**src/rtl/wpbd_pkg.sv**
```systemverilog
// Shared constants, types and register indexes of the waveform peak bar decimator.
package wpbd_pkg;

   // Field and register widths.
   localparam int SAMPLE_W = 16;
   localparam int COUNT_W  = 20;
   localparam int WIDTH_W  = 13;
   localparam int HEIGHT_W = 5;

   // Display geometry. MAX_BARS must be a power of two: the column steps use a shift and a mask.
   localparam int MAX_BARS     = 2048;
   localparam int IMAGE_HEIGHT = 40;
   localparam int HALF_SCALE   = IMAGE_HEIGHT / 2 - 2;

   // A bar number needs BAR_W bits, the bar count itself one more.
   localparam int BAR_W  = $clog2(MAX_BARS);
   localparam int BARS_W = BAR_W + 1;

   // A magnitude runs up to 2**(SAMPLE_W-1), which needs one bit more than a sample.
   localparam int MAG_W   = SAMPLE_W + 1;
   localparam int SCALE_W = $clog2(HALF_SCALE + 1);
   localparam int PROD_W  = MAG_W + SCALE_W;

   // Divider step counter.
   localparam int DIV_CNT_W = $clog2(COUNT_W + 1);

   // Queue between the front and the back end.
   localparam int QUEUE_DEPTH = 4;
   localparam int QPTR_W      = $clog2(QUEUE_DEPTH);
   localparam int QCNT_W      = $clog2(QUEUE_DEPTH + 1);

   // Configuration port.
   localparam int CSR_INDEX_W = 1;
   localparam int CSR_DATA_W  = COUNT_W;
   localparam logic [CSR_INDEX_W-1:0] CSR_SAMPLE_COUNT = 1'b0;
   localparam logic [CSR_INDEX_W-1:0] CSR_FULL_WIDTH   = 1'b1;

   // Register values after reset and the traversal steps that follow from them.
   localparam int RESET_SAMPLE_COUNT = 2048;
   localparam int RESET_FULL_WIDTH   = 2048;
   localparam int RESET_BARS  = (RESET_FULL_WIDTH < MAX_BARS) ? RESET_FULL_WIDTH : MAX_BARS;
   localparam int RESET_N_EFF = (RESET_SAMPLE_COUNT < RESET_BARS) ? RESET_BARS
                                                                 : RESET_SAMPLE_COUNT;
   localparam int RESET_SAMPLE_STEP = RESET_N_EFF / RESET_BARS;
   localparam int RESET_SAMPLE_REM  = RESET_N_EFF % RESET_BARS;
   localparam int RESET_COLUMN_STEP = RESET_FULL_WIDTH / RESET_BARS;
   localparam int RESET_COLUMN_REM  = RESET_FULL_WIDTH % RESET_BARS;

   // A finished bar as the front hands it to the back end.
   typedef struct packed {
      logic [BAR_W-1:0]   bar_index;
      logic [WIDTH_W-1:0] x_start;
      logic [WIDTH_W-1:0] x_end;
      logic [MAG_W-1:0]   peak;
      logic               last_bar;
   } bar_desc_type;

   // Request to the step divider.
   typedef struct packed {
      logic               start;
      logic [COUNT_W-1:0] dividend;
      logic [BARS_W-1:0]  divisor;
   } div_req_type;

   // Result and status of the step divider.
   typedef struct packed {
      logic               busy;
      logic               done;
      logic [COUNT_W-1:0] quotient;
      logic [BAR_W-1:0]   remainder;
   } div_rsp_type;

   // Fill status of the bar queue.
   typedef struct packed {
      logic full;
      logic empty;
   } queue_status_type;

endpackage

```
**src/rtl/wpbd_divider.sv**
```systemverilog
// Restoring divider, one quotient bit a cycle, for the samples-per-bar step.
module wpbd_divider (
   input  logic                clock,
   input  logic                reset,
   input  wpbd_pkg::div_req_type div_req,
   output wpbd_pkg::div_rsp_type div_rsp
);
   import wpbd_pkg::*;

   logic                 busy_ff, busy_in;
   logic                 done_ff, done_in;
   logic [DIV_CNT_W-1:0] count_ff, count_in;
   logic [COUNT_W-1:0]   quot_ff, quot_in;
   logic [BAR_W-1:0]     rem_ff, rem_in;
   logic [BARS_W-1:0]    divisor_ff, divisor_in;
   logic [BARS_W-1:0]    shifted;
   logic [BARS_W-1:0]    diff;

   // One restoring step: shift the next dividend bit into the partial remainder.
   always_comb begin
      shifted = {rem_ff, quot_ff[COUNT_W-1]};
      diff    = shifted - divisor_ff;
      busy_in    = busy_ff;
      done_in    = 1'b0;
      count_in   = count_ff;
      quot_in    = quot_ff;
      rem_in     = rem_ff;
      divisor_in = divisor_ff;
      if (div_req.start) begin
         // A new request overrides one still running.
         busy_in    = 1'b1;
         count_in   = DIV_CNT_W'(COUNT_W);
         quot_in    = div_req.dividend;
         rem_in     = '0;
         divisor_in = div_req.divisor;
      end else if (busy_ff) begin
         if (shifted >= divisor_ff) begin
            rem_in  = diff[BAR_W-1:0];
            quot_in = {quot_ff[COUNT_W-2:0], 1'b1};
         end else begin
            rem_in  = shifted[BAR_W-1:0];
            quot_in = {quot_ff[COUNT_W-2:0], 1'b0};
         end
         count_in = count_ff - DIV_CNT_W'(1);
         if (count_ff == DIV_CNT_W'(1)) begin
            busy_in = 1'b0;
            done_in = 1'b1;
         end
      end
   end

   always_ff @(posedge clock) begin
      if (reset) begin
         busy_ff  <= 1'b0;
         done_ff  <= 1'b0;
         count_ff <= '0;
      end else begin
         busy_ff  <= busy_in;
         done_ff  <= done_in;
         count_ff <= count_in;
      end
      quot_ff    <= quot_in;
      rem_ff     <= rem_in;
      divisor_ff <= divisor_in;
   end

   assign div_rsp.busy      = busy_ff;
   assign div_rsp.done      = done_ff;
   assign div_rsp.quotient  = quot_ff;
   assign div_rsp.remainder = rem_ff;

endmodule

```
**src/rtl/wpbd_front.sv**
```systemverilog
// Front end: configuration registers, sample intake, peak tracking and bar boundaries.
module wpbd_front (
   input  logic                                  clock,
   input  logic                                  reset,
   input  logic                                  req_valid,
   output logic                                  req_ready,
   input  logic signed [wpbd_pkg::SAMPLE_W-1:0]  req_sample,
   input  logic                                  csr_we,
   input  logic [wpbd_pkg::CSR_INDEX_W-1:0]      csr_index,
   input  logic [wpbd_pkg::CSR_DATA_W-1:0]       csr_wdata,
   output wpbd_pkg::div_req_type                 div_req,
   input  wpbd_pkg::div_rsp_type                 div_rsp,
   output logic                                  push,
   output wpbd_pkg::bar_desc_type                push_data,
   input  wpbd_pkg::queue_status_type            queue_status
);
   import wpbd_pkg::*;

   // Configuration.
   logic [COUNT_W-1:0] samples_cfg_ff, samples_cfg_in;
   logic [WIDTH_W-1:0] width_cfg_ff, width_cfg_in;
   logic               pending_ff, pending_in;

   // Samples-per-bar step from the divider.
   logic [COUNT_W-1:0] sample_step_ff, sample_step_in;
   logic [BAR_W-1:0]   sample_rem_ff, sample_rem_in;

   // Traversal state.
   logic [COUNT_W-1:0] seen_ff, seen_in;
   logic [BAR_W-1:0]   bar_ff, bar_in;
   logic [MAG_W-1:0]   peak_ff, peak_in;
   logic [COUNT_W-1:0] sample_bound_ff, sample_bound_in;
   logic [BAR_W-1:0]   sample_acc_ff, sample_acc_in;
   logic [WIDTH_W-1:0] column_bound_ff, column_bound_in;
   logic [BAR_W-1:0]   column_acc_ff, column_acc_in;
   logic [WIDTH_W-1:0] column_start_ff, column_start_in;

   logic [WIDTH_W-1:0] width_eff;
   logic [BARS_W-1:0]  bars;
   logic [WIDTH_W-1:0] column_step;
   logic [BAR_W-1:0]   column_rem;
   logic [COUNT_W-1:0] samples_eff;
   logic               accept;
   logic [MAG_W-1:0]   sample_ext;
   logic [MAG_W-1:0]   mag;
   logic [MAG_W-1:0]   peak_new;
   logic [COUNT_W-1:0] seen_next;
   logic               hit;
   logic               last;
   logic [BARS_W-1:0]  sample_acc_sum;
   logic [BARS_W-1:0]  column_acc_sum;

   // Bar count and column steps follow from the width directly.
   always_comb begin
      width_eff = (width_cfg_ff == '0) ? WIDTH_W'(1) : width_cfg_ff;
      if (width_eff >= WIDTH_W'(MAX_BARS)) begin
         bars        = BARS_W'(MAX_BARS);
         column_step = width_eff >> BAR_W;
         column_rem  = width_eff[BAR_W-1:0];
      end else begin
         bars        = width_eff[BARS_W-1:0];
         column_step = WIDTH_W'(1);
         column_rem  = '0;
      end
      samples_eff = (samples_cfg_ff < COUNT_W'(bars)) ? COUNT_W'(bars) : samples_cfg_ff;
   end

   // The divider is started the cycle after a register write.
   assign div_req.start    = pending_ff;
   assign div_req.dividend = samples_eff;
   assign div_req.divisor  = bars;

   assign req_ready = !pending_ff && !div_rsp.busy && !div_rsp.done && !queue_status.full;
   assign accept    = req_valid && req_ready;

   // Magnitude of the sample and the peak it leaves.
   always_comb begin
      sample_ext = MAG_W'(req_sample);
      mag        = sample_ext[MAG_W-1] ? (MAG_W'(0) - sample_ext) : sample_ext;
      peak_new   = (mag > peak_ff) ? mag : peak_ff;
      seen_next  = seen_ff + COUNT_W'(1);
      hit        = (seen_next == sample_bound_ff);
      last       = (BARS_W'(bar_ff) + BARS_W'(1) >= bars);
      sample_acc_sum = BARS_W'(sample_acc_ff) + BARS_W'(sample_rem_ff);
      column_acc_sum = BARS_W'(column_acc_ff) + BARS_W'(column_rem);
   end

   // Bar descriptor for the queue.
   assign push                = accept && hit;
   assign push_data.bar_index = bar_ff;
   assign push_data.x_start   = column_start_ff;
   assign push_data.x_end     = column_bound_ff;
   assign push_data.peak      = peak_new;
   assign push_data.last_bar  = last;

   // Next state of configuration and traversal.
   always_comb begin
      samples_cfg_in  = samples_cfg_ff;
      width_cfg_in    = width_cfg_ff;
      pending_in      = 1'b0;
      sample_step_in  = sample_step_ff;
      sample_rem_in   = sample_rem_ff;
      seen_in         = seen_ff;
      bar_in          = bar_ff;
      peak_in         = peak_ff;
      sample_bound_in = sample_bound_ff;
      sample_acc_in   = sample_acc_ff;
      column_bound_in = column_bound_ff;
      column_acc_in   = column_acc_ff;
      column_start_in = column_start_ff;

      if (csr_we) begin
         pending_in = 1'b1;
         case (csr_index)
            CSR_SAMPLE_COUNT: samples_cfg_in = csr_wdata[COUNT_W-1:0];
            CSR_FULL_WIDTH:   width_cfg_in   = csr_wdata[WIDTH_W-1:0];
            default: ;
         endcase
      end

      if (div_rsp.done) begin
         // New steps arrive: restart the clip from bar zero.
         sample_step_in  = div_rsp.quotient;
         sample_rem_in   = div_rsp.remainder;
         seen_in         = '0;
         bar_in          = '0;
         peak_in         = '0;
         sample_bound_in = div_rsp.quotient;
         sample_acc_in   = div_rsp.remainder;
         column_bound_in = column_step;
         column_acc_in   = column_rem;
         column_start_in = '0;
      end else if (accept) begin
         peak_in = peak_new;
         seen_in = seen_next;
         if (hit && last) begin
            // End of clip: traversal goes back to its starting values.
            seen_in         = '0;
            bar_in          = '0;
            peak_in         = '0;
            sample_bound_in = sample_step_ff;
            sample_acc_in   = sample_rem_ff;
            column_bound_in = column_step;
            column_acc_in   = column_rem;
            column_start_in = '0;
         end else if (hit) begin
            bar_in  = bar_ff + BAR_W'(1);
            peak_in = '0;
            if (sample_acc_sum >= bars) begin
               sample_acc_in   = BAR_W'(sample_acc_sum - bars);
               sample_bound_in = sample_bound_ff + sample_step_ff + COUNT_W'(1);
            end else begin
               sample_acc_in   = sample_acc_sum[BAR_W-1:0];
               sample_bound_in = sample_bound_ff + sample_step_ff;
            end
            column_start_in = column_bound_ff;
            if (column_acc_sum >= bars) begin
               column_acc_in   = BAR_W'(column_acc_sum - bars);
               column_bound_in = column_bound_ff + column_step + WIDTH_W'(1);
            end else begin
               column_acc_in   = column_acc_sum[BAR_W-1:0];
               column_bound_in = column_bound_ff + column_step;
            end
         end
      end
   end

   always_ff @(posedge clock) begin
      if (reset) begin
         samples_cfg_ff  <= COUNT_W'(RESET_SAMPLE_COUNT);
         width_cfg_ff    <= WIDTH_W'(RESET_FULL_WIDTH);
         pending_ff      <= 1'b0;
         sample_step_ff  <= COUNT_W'(RESET_SAMPLE_STEP);
         sample_rem_ff   <= BAR_W'(RESET_SAMPLE_REM);
         seen_ff         <= '0;
         bar_ff          <= '0;
         peak_ff         <= '0;
         sample_bound_ff <= COUNT_W'(RESET_SAMPLE_STEP);
         sample_acc_ff   <= BAR_W'(RESET_SAMPLE_REM);
         column_bound_ff <= WIDTH_W'(RESET_COLUMN_STEP);
         column_acc_ff   <= BAR_W'(RESET_COLUMN_REM);
         column_start_ff <= '0;
      end else begin
         samples_cfg_ff  <= samples_cfg_in;
         width_cfg_ff    <= width_cfg_in;
         pending_ff      <= pending_in;
         sample_step_ff  <= sample_step_in;
         sample_rem_ff   <= sample_rem_in;
         seen_ff         <= seen_in;
         bar_ff          <= bar_in;
         peak_ff         <= peak_in;
         sample_bound_ff <= sample_bound_in;
         sample_acc_ff   <= sample_acc_in;
         column_bound_ff <= column_bound_in;
         column_acc_ff   <= column_acc_in;
         column_start_ff <= column_start_in;
      end
   end

endmodule

```
**src/rtl/wpbd_queue.sv**
```systemverilog
// Short queue of finished bar descriptors between the front and the back end.
module wpbd_queue (
   input  logic                           clock,
   input  logic                           reset,
   input  logic                           push,
   input  wpbd_pkg::bar_desc_type         push_data,
   input  logic                           pop,
   output wpbd_pkg::bar_desc_type         head_data,
   output wpbd_pkg::queue_status_type     queue_status
);
   import wpbd_pkg::*;

   bar_desc_type      entry_ff [QUEUE_DEPTH];
   logic [QPTR_W-1:0] wr_ptr_ff, wr_ptr_in;
   logic [QPTR_W-1:0] rd_ptr_ff, rd_ptr_in;
   logic [QCNT_W-1:0] count_ff, count_in;
   logic              do_push;
   logic              do_pop;

   assign queue_status.full  = (count_ff == QCNT_W'(QUEUE_DEPTH));
   assign queue_status.empty = (count_ff == '0);
   assign do_push = push && !queue_status.full;
   assign do_pop  = pop && !queue_status.empty;
   assign head_data = entry_ff[rd_ptr_ff];

   // Pointer and fill count update; pointers wrap at the queue depth.
   always_comb begin
      wr_ptr_in = wr_ptr_ff;
      rd_ptr_in = rd_ptr_ff;
      count_in  = count_ff;
      if (do_push) begin
         wr_ptr_in = (wr_ptr_ff == QPTR_W'(QUEUE_DEPTH - 1)) ? '0 : wr_ptr_ff + QPTR_W'(1);
      end
      if (do_pop) begin
         rd_ptr_in = (rd_ptr_ff == QPTR_W'(QUEUE_DEPTH - 1)) ? '0 : rd_ptr_ff + QPTR_W'(1);
      end
      if (do_push && !do_pop) begin
         count_in = count_ff + QCNT_W'(1);
      end else if (do_pop && !do_push) begin
         count_in = count_ff - QCNT_W'(1);
      end
   end

   always_ff @(posedge clock) begin
      if (reset) begin
         wr_ptr_ff <= '0;
         rd_ptr_ff <= '0;
         count_ff  <= '0;
      end else begin
         wr_ptr_ff <= wr_ptr_in;
         rd_ptr_ff <= rd_ptr_in;
         count_ff  <= count_in;
      end
      if (do_push) begin
         entry_ff[wr_ptr_ff] <= push_data;
      end
   end

endmodule

```
**src/rtl/wpbd_back.sv**
```systemverilog
// Back end: height scaling and the registered result stage.
module wpbd_back (
   input  logic                               clock,
   input  logic                               reset,
   input  wpbd_pkg::bar_desc_type             head_data,
   input  wpbd_pkg::queue_status_type         queue_status,
   output logic                               pop,
   output logic                               rsp_valid,
   input  logic                               rsp_ready,
   output logic [wpbd_pkg::BAR_W-1:0]         rsp_bar_index,
   output logic [wpbd_pkg::WIDTH_W-1:0]       rsp_x_start,
   output logic [wpbd_pkg::WIDTH_W-1:0]       rsp_x_end,
   output logic [wpbd_pkg::HEIGHT_W-1:0]      rsp_bar_height,
   output logic                               rsp_last_bar
);
   import wpbd_pkg::*;

   logic                rsp_valid_ff, rsp_valid_in;
   logic [BAR_W-1:0]    bar_index_ff;
   logic [WIDTH_W-1:0]  x_start_ff;
   logic [WIDTH_W-1:0]  x_end_ff;
   logic [HEIGHT_W-1:0] height_ff;
   logic                last_bar_ff;
   logic [PROD_W-1:0]   prod;
   logic [PROD_W-1:0]   height_raw;
   logic [HEIGHT_W-1:0] height;

   // Scale the peak to a half height, never below one pixel.
   always_comb begin
      prod       = PROD_W'(head_data.peak) * PROD_W'(HALF_SCALE);
      height_raw = prod >> (SAMPLE_W - 1);
      height     = (height_raw == '0) ? HEIGHT_W'(1) : height_raw[HEIGHT_W-1:0];
   end

   // Take the next bar whenever the result stage is empty or being emptied.
   assign pop = !queue_status.empty && (!rsp_valid_ff || rsp_ready);

   always_comb begin
      rsp_valid_in = rsp_valid_ff;
      if (pop) begin
         rsp_valid_in = 1'b1;
      end else if (rsp_ready) begin
         rsp_valid_in = 1'b0;
      end
   end

   always_ff @(posedge clock) begin
      if (reset) begin
         rsp_valid_ff <= 1'b0;
      end else begin
         rsp_valid_ff <= rsp_valid_in;
      end
      if (pop) begin
         bar_index_ff <= head_data.bar_index;
         x_start_ff   <= head_data.x_start;
         x_end_ff     <= head_data.x_end;
         height_ff    <= height;
         last_bar_ff  <= head_data.last_bar;
      end
   end

   assign rsp_valid      = rsp_valid_ff;
   assign rsp_bar_index  = bar_index_ff;
   assign rsp_x_start    = x_start_ff;
   assign rsp_x_end      = x_end_ff;
   assign rsp_bar_height = height_ff;
   assign rsp_last_bar   = last_bar_ff;

endmodule

```
**src/rtl/waveform_peak_bar_decimator_unit.sv**
```systemverilog
// Top level of the waveform peak bar decimator.
//
//   channel  direction  handshake              payload
//   req      in         req_valid/req_ready    req_sample
//   rsp      out        rsp_valid/rsp_ready    rsp_bar_index, rsp_x_start, rsp_x_end,
//                                              rsp_bar_height, rsp_last_bar
//   csr      in         csr_we                 csr_index, csr_wdata
//
// One sample is taken every cycle while req_ready is high; a bar result leaves through the
// bar queue and the registered result stage. After a register write req_ready stays low while
// the serial divider works out the samples per bar, one quotient bit a cycle.
// Reset is synchronous and loads the default clip geometry; no clearing pass is needed.
// A stalled result side fills the four-entry bar queue before req_ready drops.
module waveform_peak_bar_decimator_unit (
   input  logic                                  clock,
   input  logic                                  reset,
   input  logic                                  req_valid,
   output logic                                  req_ready,
   input  logic signed [wpbd_pkg::SAMPLE_W-1:0]  req_sample,
   output logic                                  rsp_valid,
   input  logic                                  rsp_ready,
   output logic [wpbd_pkg::BAR_W-1:0]            rsp_bar_index,
   output logic [wpbd_pkg::WIDTH_W-1:0]          rsp_x_start,
   output logic [wpbd_pkg::WIDTH_W-1:0]          rsp_x_end,
   output logic [wpbd_pkg::HEIGHT_W-1:0]         rsp_bar_height,
   output logic                                  rsp_last_bar,
   input  logic                                  csr_we,
   input  logic [wpbd_pkg::CSR_INDEX_W-1:0]      csr_index,
   input  logic [wpbd_pkg::CSR_DATA_W-1:0]       csr_wdata
);
   import wpbd_pkg::*;

   div_req_type      div_req;
   div_rsp_type      div_rsp;
   logic             push;
   bar_desc_type     push_data;
   logic             pop;
   bar_desc_type     head_data;
   queue_status_type queue_status;

   // Serial divider for the samples-per-bar step.
   wpbd_divider u_divider (
      .clock   (clock),
      .reset   (reset),
      .div_req (div_req),
      .div_rsp (div_rsp)
   );

   // Intake, peak tracking and boundary accumulators.
   wpbd_front u_front (
      .clock        (clock),
      .reset        (reset),
      .req_valid    (req_valid),
      .req_ready    (req_ready),
      .req_sample   (req_sample),
      .csr_we       (csr_we),
      .csr_index    (csr_index),
      .csr_wdata    (csr_wdata),
      .div_req      (div_req),
      .div_rsp      (div_rsp),
      .push         (push),
      .push_data    (push_data),
      .queue_status (queue_status)
   );

   // Finished bars waiting for the back end.
   wpbd_queue u_queue (
      .clock        (clock),
      .reset        (reset),
      .push         (push),
      .push_data    (push_data),
      .pop          (pop),
      .head_data    (head_data),
      .queue_status (queue_status)
   );

   // Height scaling and result register.
   wpbd_back u_back (
      .clock          (clock),
      .reset          (reset),
      .head_data      (head_data),
      .queue_status   (queue_status),
      .pop            (pop),
      .rsp_valid      (rsp_valid),
      .rsp_ready      (rsp_ready),
      .rsp_bar_index  (rsp_bar_index),
      .rsp_x_start    (rsp_x_start),
      .rsp_x_end      (rsp_x_end),
      .rsp_bar_height (rsp_bar_height),
      .rsp_last_bar   (rsp_last_bar)
   );

endmodule

```
**config.mk**
```make
export PLATFORM = sky130hd
export DESIGN_NAME = waveform_peak_bar_decimator_unit
export DESIGN_NICKNAME = d
export VERILOG_FILES = /design/src/rtl/wpbd_pkg.sv /design/src/rtl/wpbd_divider.sv /design/src/rtl/wpbd_front.sv /design/src/rtl/wpbd_queue.sv /design/src/rtl/wpbd_back.sv /design/src/rtl/waveform_peak_bar_decimator_unit.sv
export SDC_FILE = /design/constraint.sdc
export NUM_CORES = 1
export LEC_CHECK = 0
export ABC_AREA = 1
export BUFFER_PORTS_ARGS = -buffer_cell sky130_fd_sc_hd__buf_2
export CORE_MARGIN = 1
export CORE_UTILIZATION = 50
export DETAILED_ROUTE_END_ITERATION = 10
export GPL_TIMING_DRIVEN = 0
export HOLD_SLACK_MARGIN = 0.06
export PLACE_DENSITY = 0.64
export RECOVER_POWER = 100
export SYNTH_ARGS = -nofsm -noshare
export SYNTH_HDL_FRONTEND = slang
export SYNTH_HIERARCHICAL = 1
export SYNTH_SLANG_ARGS = --single-unit
```
**constraint.sdc**
```tcl
create_clock -name clock -period 6.6 [get_ports clock]
set_clock_uncertainty 0.15 [all_clocks]
set_input_delay 0.33 -clock clock [delete_from_list [all_inputs] [get_ports clock]]
set_output_delay 0.33 -clock clock [all_outputs]
set_load 0.03 [all_outputs]
```
==> metrics.txt, run 1 <==
status finished with violations; failing checks capacitance limit, slew limit; Cell variety after synth 61; Crit path required time 6740 ps; first-pass GRT wire length 129000 um; R2R depth 18; GRT overflow 0; clock latency reported for the late side of the worst-skew pair 620 ps; Max H-tree Level 2; Final TNS setup 0 ps; fin crit period 6060 ps; final-report hold violation count 0; # setup viols final 0; Yosys reg bits 504; clock-pin slew on the worst setup and hold paths 60 ps; initial antenna violation count 0; Multi-input gate area 13000 um^2; Syn Area/Cell 8.10 um^2; core area 55400 um^2; Seq. cell area 13000 um^2; Tot Pwr 0.0109 W; DP Worst Slack 916 ps; Post CTS Setup Buffer Count 0; Top FF cell, synth edfxtp_1; Synth area leaders edfxtp_1 31%, dfxtp_1 15%, nand2_1 11%; worst flop-to-flop path startpoint u_front/seen_ff[1]; pin count of the biggest net entering global routing 29; max cap viols 3; Chip Height 240 um; Seq/Total Area, Yosys 46.2%; Num CTS Buffers 54; ANT nets after route 0; fmax 165 MHz; top cell type's share of synthesized area 31.4%; final setup margin 541 ps; async set or reset register ratio after synthesis 0%; RR Endpoint u_queue/entry_ff[1][8]; Sink Count 504; Slew Limit Fails 63; final core area utilization 57.0%; crit path DAT 6200 ps; final net count 3869; Initial Util 50.9%; Pleak 13.3 nW; num rows 86; via count 24500; CP startpoint u_front/seen_ff[1]; Slew headroom -21.0%; post-detail-place hpwl 63500 um; WL per Instance 18.9 um; critical path class register to register; Tcrit/Tclk final 91.8%; r2r setup slk 540 ps; RSZ-0062 raised after global routing no; Total GRT Usage 29.1%; share of cells above drive strength 1 5.85%; # diodes 0; DRT iter0 DRCs 1857; # DRC 0; CP Launch Type register; I/O pin cnt 87; Cells after Synth 3486; Slew @ Worst Pin 1820 ps; worst hold path class input pin to register; CTS Root Cell clkbuf_16; Horiz. Die Dim 240 um; Layout Area Growth over Synthesis 11.9%; Resized Gates After CTS 0; Die ar. 57400 um^2; vias in the first global route 23400; CTS tree yes; Mapped Area 28200 um^2; Power Dens Cells 344 nW/um^2; Hold Crit Depth 4; warning count from the yosys run 6; Max Root-Sink Buffers 3; gp weighted congestion 0.933; Post-synth top cells 856 x nand2_1, 394 x nor2_1, 345 x inv_1; VDD IR max 0.252 mV; DRT Pass-1 Iters 6; Fillers 5117; Total Wirelength 84100 um; Worst Setup EP u_queue/entry_ff[1][8]; worst-path maximum fanout 25; PortBufs 86; Post-Syn Nets 3693; most common cell in the synthesized netlist nand2_1; Via density 5.50; CP Capture Type register; Yosys top cell by area edfxtp_1; EDFF count, synth 295
==> power breakdown <==
| part | total [W] | internal [W] | switching [W] | leakage (nW) |
|---|---|---|---|---|
| sequential | 0.00396 | 0.00378 | 0.000179 | 4.58 |
| clock | 0.00309 | 0.00179 | 0.00129 | 0.894 |
| combinational | 0.00383 | 0.00117 | 0.00266 | 7.81 |
| total | 0.0109 | 0.00674 | 0.00414 | 13.3 |
==> worst min-delay path by stage <==
stage | end | startpoint
2_1_floorplan | u_back/rsp_valid | reset
3_3_place_gp | u_front/peak_ff[13] | u_front/peak_ff[13]
3_5_place_dp | u_front/peak_ff[3] | u_front/peak_ff[3]
4_1_cts | u_front/peak_ff[16] | req_valid
5_1_grt | u_front/peak_ff[16] | req_valid
6_report | u_front/peak_ff[16] | req_valid
==> final cells by class <==
| cell class | count | area share, % |
|---|---|---|
| buffer | 136 | 2.00 |
| clock buffer | 68 | 4.67 |
| clock inverter | 34 | 1.15 |
| inverter | 358 | 4.26 |
| multi-input combinational | 2488 | 41.2 |
| sequential | 504 | 41.3 |
| tap | 748 | 2.96 |
| timing repair buffer | 120 | 2.44 |
==> placed cells by master (no fill, tap or decap), types with 23 or more instances in the layout <==
cell type        n
clkbuf_1       163
o22ai_1         56
a21oi_1        253
ha_1           157
dfxtp_1        209
o21ai_1         24
o21ai_0        250
nor3_1          23
inv_1          348
nand3_1        175
clkbuf_16       55
edfxtp_1       295
xnor2_1         26
xor2_1          62
nand4_1         59
nor2_1         396
dlygate4sd3_1   25
nand2_1        858
buf_2           49
==> kinds of logic after synthesis <==
group | synth area share [%]
xor gates and xnor gates | 2.73
other | 0.0133
AOI/OAI and AO/OA | 12.3
and+or+nand+nor | 23.9
buffers and inverters | 7.38
DFF | 46.2
adders and majority gates | 7.53
==> registers in the layout, indices dropped and copies added (netlist names), 11 cells and up, named ones only <==
signal	cells
u_front/sample_acc_ff	11
u_front/sample_step_ff	20
u_front/column_bound_ff	13
u_front/samples_cfg_ff	20
u_front/peak_ff	17
u_divider/divisor_ff	12
u_front/bar_ff	11
u_front/sample_bound_ff	20
u_back/rsp_bar_index	11
u_queue/entry_ff	220
u_divider/rem_ff	11
u_front/sample_rem_ff	11
u_back/rsp_x_end	13
u_front/column_start_ff	13
u_back/rsp_x_start	13
u_divider/quot_ff	20
u_front/column_acc_ff	11
u_front/seen_ff	20
u_front/width_cfg_ff	13
==> metrics by stage <==
stage / hold WS (ps) / cells / cell area [um^2]
global route: 99.0 / 4456 / 31600
CTS: 112 / 4456 / 31900
global placement: 303 / 4320 / 29600
detailed placement: 309 / 4329 / 29800
floorplan: 249 / 3486 / 28200
finish: 115 / 4456 / 31600
==> critical path, stage by stage (launching register included) <==
cell      delay [ps]
dfxtp_1          390
ha_1             290
nand2_1          100
nor2_1           330
nand2_1          190
nor2_1           130
nand2_1           70
nand2_1          190
or2_0            180
nand2_1           60
nor2_1           210
nand2_1          150
nor3_4           170
nand3_1          410
inv_1            540
nand2_1          210
nor2_1           910
clkbuf_2         710
buf_12           290
==> routing by layer <==
| layer | vias up | global-route usage (%) | wire, um |
|---|---|---|---|
| li1 | 12000 | - | - |
| met1 | 11500 | 37.3 | 36300 |
| met2 | 764 | 49.8 | 39900 |
| met3 | 166 | 3.78 | 4710 |
| met4 | 0 | 11.2 | 3280 |
| met5 | - | 0 | 0 |
==> timing repair <==
| item | CTS | global route |
|---|---|---|
| hold buffers | 25 | 0 |
| endpoints found under the setup margin | 0 | 0 |
| endpoints found under the hold margin | 39 | 0 |
Power figures use the tool's default switching activity.
==> run 2: changes to the inputs <==
- CORE_UTILIZATION: 50 -> 35
- PLACE_DENSITY: 0.64 -> 0.48
==> metrics.txt, run 2 (synthesis results as in run 1) <==
RR Endpoint u_front/column_bound_ff[11]; status finished with violations; Slew @ Worst Pin 1770 ps; commonest cells after routing, fill and taps aside 857 x nand2_1, 392 x nor2_1, 349 x inv_1; Via density 4.96; max cap viols 2; R2R depth 22; ANT nets after route 0; PortBufs 86; Horiz. Die Dim 286 um; DRT Pass-1 Iters 5; most common cell after layout, fill and taps aside nand2_1; Total GRT Usage 21.0%; clock-pin slew on the worst setup and hold paths 60 ps; num rows 103; # setup viols final 0; Num CTS Buffers 58; final net count 3873; core area 79400 um^2; Layout Area Growth over Synthesis 13.8%; clock latency reported for the late side of the worst-skew pair 630 ps; final instance area 32100 um^2; Tcrit/Tclk final 87.0%; Pleak 13.4 nW; Slew Limit Fails 49; worst flop-to-flop path startpoint u_front/width_cfg_ff[12]; vias in the first global route 22800; fin crit period 5740 ps; Crit path required time 7000 ps; worst hold path class input pin to register; # DRC 0; Hold Path Origin req_valid; pin count of the biggest net entering global routing 29; CTS tree yes; Initial Util 35.6%; CP Launch Type register; dpl cells 4631; via count 23600; Die ar. 81800 um^2; DP Worst Slack 870 ps; CTS Root Cell clkbuf_16; crit path DAT 6140 ps; Total Wirelength 86600 um; GRT overflow 0; # diodes 0; Chip Height 286 um; Max Root-Sink Buffers 3; final setup margin 856 ps; Hold Crit Depth 4; first-pass GRT wire length 133000 um; r2r setup slk 860 ps; fmax 174 MHz; RSZ-0062 raised after global routing no; worst-path maximum fanout 13; initial antenna violation count 1; final-report hold violation count 0; share of cells above drive strength 1 5.95%; CP Capture Type register; failing checks capacitance limit, slew limit; post-detail-place hpwl 65200 um; DRT iter0 DRCs 1388; I/O pin cnt 87; gp weighted congestion 0.856; Max H-tree Level 2; Hold Crit Endpoint u_front/peak_ff[16]; critical path class register to register; final std cells w/o fill 4764; Sink Count 504; post-place instance area 30200 um^2; Slew headroom -17.7%; Largest register FFs 220; VDD IR max 0.226 mV; Power Dens Cells 345 nW/um^2; WL per Instance 18.2 um; Most flops, register u_queue/entry_ff
==> run 2: cell count changes in the layout (fill, tap and decap cells not counted), sizes merged <==
cell	before	now
clkbuf	227	238
clkinv	29	25
clkinvlp	4	0
inv	354	357
==> run 2: how the worst max path moves through the flow <==
stage,slack [ps],to,depth (start not counted),start
floorplan,1170,u_queue/entry_ff[0][0],9,u_divider/done_ff
global placement,-1970,u_queue/entry_ff[0][8],9,u_divider/done_ff
detailed placement,870,u_front/column_bound_ff[11],22,u_front/width_cfg_ff[12]
CTS,840,u_front/column_bound_ff[11],22,u_front/width_cfg_ff[12]
global route,370,u_front/column_bound_ff[11],22,u_front/width_cfg_ff[12]
finish,860,u_front/column_bound_ff[11],22,u_front/width_cfg_ff[12]
==> run 2: timing repair <==
item                      in CTS  in global routing
gates resized for setup        0                  0
hold endpoints to repair      39                  0
setup buffers                  0                  0
hold buffers                  25                  0
==> run 2: final cells by class <==
class                      count  area (um^2)
sequential                   504        13000
timing repair buffer         120          793
clock inverter                29          319
multi-input combinational   2488        13100
inverter                     358         1350
buffer                       136          631
fill                        8274        47300
clock buffer                  79         1610
tap                         1050         1310
==> run 2: per-stage QoR <==
stage | TNS [ps] | hold slack, ps | util [%] | total power (W)
5_1_grt | 0 | 123 | 40.5 | 0.0118
2_1_floorplan | 0 | 249 | - | 0.00676
4_1_cts | 0 | 111 | 40.8 | 0.0113
3_3_place_gp | -405720 | 305 | 37.8 | 0.00798
3_5_place_dp | 0 | 311 | 38.1 | 0.00800
6_report | 0 | 116 | 40.5 | 0.0111
==> run 2: routing by layer <==
metal  GRT usage [%]  up-vias  part of all wire, %
met5               0        -                    0
met4            6.36        0                  2.8
met3            2.87      125                  4.5
met2            35.6      450                   47
met1            27.7    11000                   46
li1                -    12000                    -
==> run 2: worst max-delay path, cell delays in order (launching register included) <==
cell and delay [ps]:
dfxtp_1 320, nor2_1 140, clkbuf_1 350, clkbuf_1 830, nor2_1 90, ha_1 380
a21oi_1 220, o21ai_0 140, a21o_1 200, a21oi_1 130, nor2_1 50, nor2_1 110
xnor2_1 110, ha_1 370, inv_1 90, nor4_1 350, nand4_1 130, nand2_1 220
clkbuf_1 500, nor2_1 80, a21oi_1 350, nand4_1 180, a21oi_1 150
==> run 2: report_power, final <==
part / internal (W) / switching (W) / leakage [nW]
Clock: 0.00191 / 0.00135 / 0.948
Sequential: 0.00378 / 0.000179 / 4.58
Combinational: 0.00116 / 0.00269 / 7.83
==> run 3: changes to the inputs <==
- PLACE_DENSITY: 0.48 -> 0.62
==> metrics.txt, run 3 (synthesis results as in run 1) <==
fin crit period 5860 ps; clock latency reported for the late side of the worst-skew pair 620 ps; RSZ-0062 raised after global routing no; final net count 3872; DRT Pass-1 Iters 6; Die ar. 81800 um^2; Most flops, register u_queue/entry_ff; CP Capture Type register; # setup viols final 0; DRT iter0 DRCs 1891; clock-pin slew on the worst setup and hold paths 60 ps; Pleak 13.3 nW; pin count of the biggest net entering global routing 34; Tcrit/Tclk final 88.9%; Via density 5.05; Chip Height 286 um; Max H-tree Level 2; Largest register FFs 220; initial antenna violation count 0; Tot Pwr 0.0109 W; Max Root-Sink Buffers 3; Slew @ Worst Pin 1720 ps; most common cell after layout, fill and taps aside nand2_1; VDD IR max 0.177 mV; max cap viols 2; Initial Util 35.6%; worst-path maximum fanout 26; post-place instance area 30200 um^2; final core area utilization 40.3%; CTS Root Cell clkbuf_16; Sink Count 504; Layout Area Growth over Synthesis 13.4%; number of cells on the critical path 11; critical path class register to register; status finished with violations; Num CTS Buffers 56; Post CTS Setup Buffer Count 0; hold-fix buffers at CTS 26; Critical Path Slowest Stage Cell nor4_1; Slew Limit Fails 53; PortBufs 86; WL per Instance 16.8 um; post-detail-place hpwl 59600 um; CP delay by family, top simple AND/OR/NAND/NOR gates; # DRC 0; Resized Gates After CTS 0; CTS tree yes; Slew headroom -14.8%; failing checks capacitance limit, slew limit; I/O pin cnt 87; fmax 171 MHz; gp weighted congestion 0.912; final-report hold violation count 0; dpl cells 4631; num rows 103; first-pass GRT wire length 125000 um; Worst path max stage delay 1010 ps; GRT overflow 0; final instance area 32000 um^2; ANT nets after route 0; R2R depth 11; via count 24000; Power Dens Cells 340 nW/um^2; Horiz. Die Dim 286 um; worst hold path class input pin to register; CP Launch Type register; # diodes 0; Total Wirelength 79800 um; Total GRT Usage 19.2%; Final TNS setup 0 ps; worst path bufs/invs 6; vias in the first global route 22400; commonest cells after routing, fill and taps aside 859 x nand2_1, 396 x nor2_1, 349 x inv_1; crit path DAT 6010 ps; cells along the critical path clkbuf_4 -> clkbuf_1 -> nor4_1 -> nand2_1 -> inv_1 -> nand3_1 -> inv_1 -> nand2_1 -> nor2_1 -> clkbuf_2 -> buf_12; Hold Crit Depth 4; core area 79400 um^2; Crit path required time 6750 ps; final std cells w/o fill 4762; share of cells above drive strength 1 5.68%
-- run 3: path summary, 6_finish.rpt --
kind | from | endpoint | slack [ps]
max | u_divider/done_ff | u_queue/entry_ff[0][7] | 740
min | req_valid | u_front/peak_ff[16] | 190
max reg2reg | u_divider/done_ff | u_queue/entry_ff[0][7] | 740
min reg2reg | u_front/peak_ff[13] | u_front/peak_ff[13] | 310
-- run 3: layout make-up --
class / count / area, um^2
fillers: 8124 / 47400
flip-flops and latches: 504 / 13000
multi-input cells: 2488 / 13000
clock buffers: 78 / 1520
inverters: 358 / 1350
well taps: 1050 / 1310
repair buffers: 121 / 758
plain buffers: 136 / 632
clock inverters: 27 / 378
-- run 3: per-stage QoR --
step	worst slack, ps	hold WS, ps
after CTS	1130	179
after floorplan	1170	249
after global placement	-1400	302
final	735	192
after detailed placement	1190	306
after global routing	429	195
-- run 3: report_power, final --
| part | switching [W] | total, W | internal, W |
|---|---|---|---|
| clock | 0.00128 | 0.00321 | 0.00193 |
| combinational | 0.00258 | 0.00374 | 0.00116 |
| sequential | 0.000169 | 0.00395 | 0.00378 |
-- run 3: worst reg2reg max path: cells and delay by family, from the launching register on --
kind | cells | cell delay, ps
simple gates | 5 | 2830
buf+inv | 6 | 2260
flops | 1 | 290
-- run 3: layer usage --
| layer | track usage, % | share of wire (%) |
|---|---|---|
| met4 | 5.32 | 2.4 |
| met1 | 25.4 | 45 |
| met2 | 32.8 | 47 |
| met3 | 2.60 | 5.7 |
| met5 | 0 | 0 |
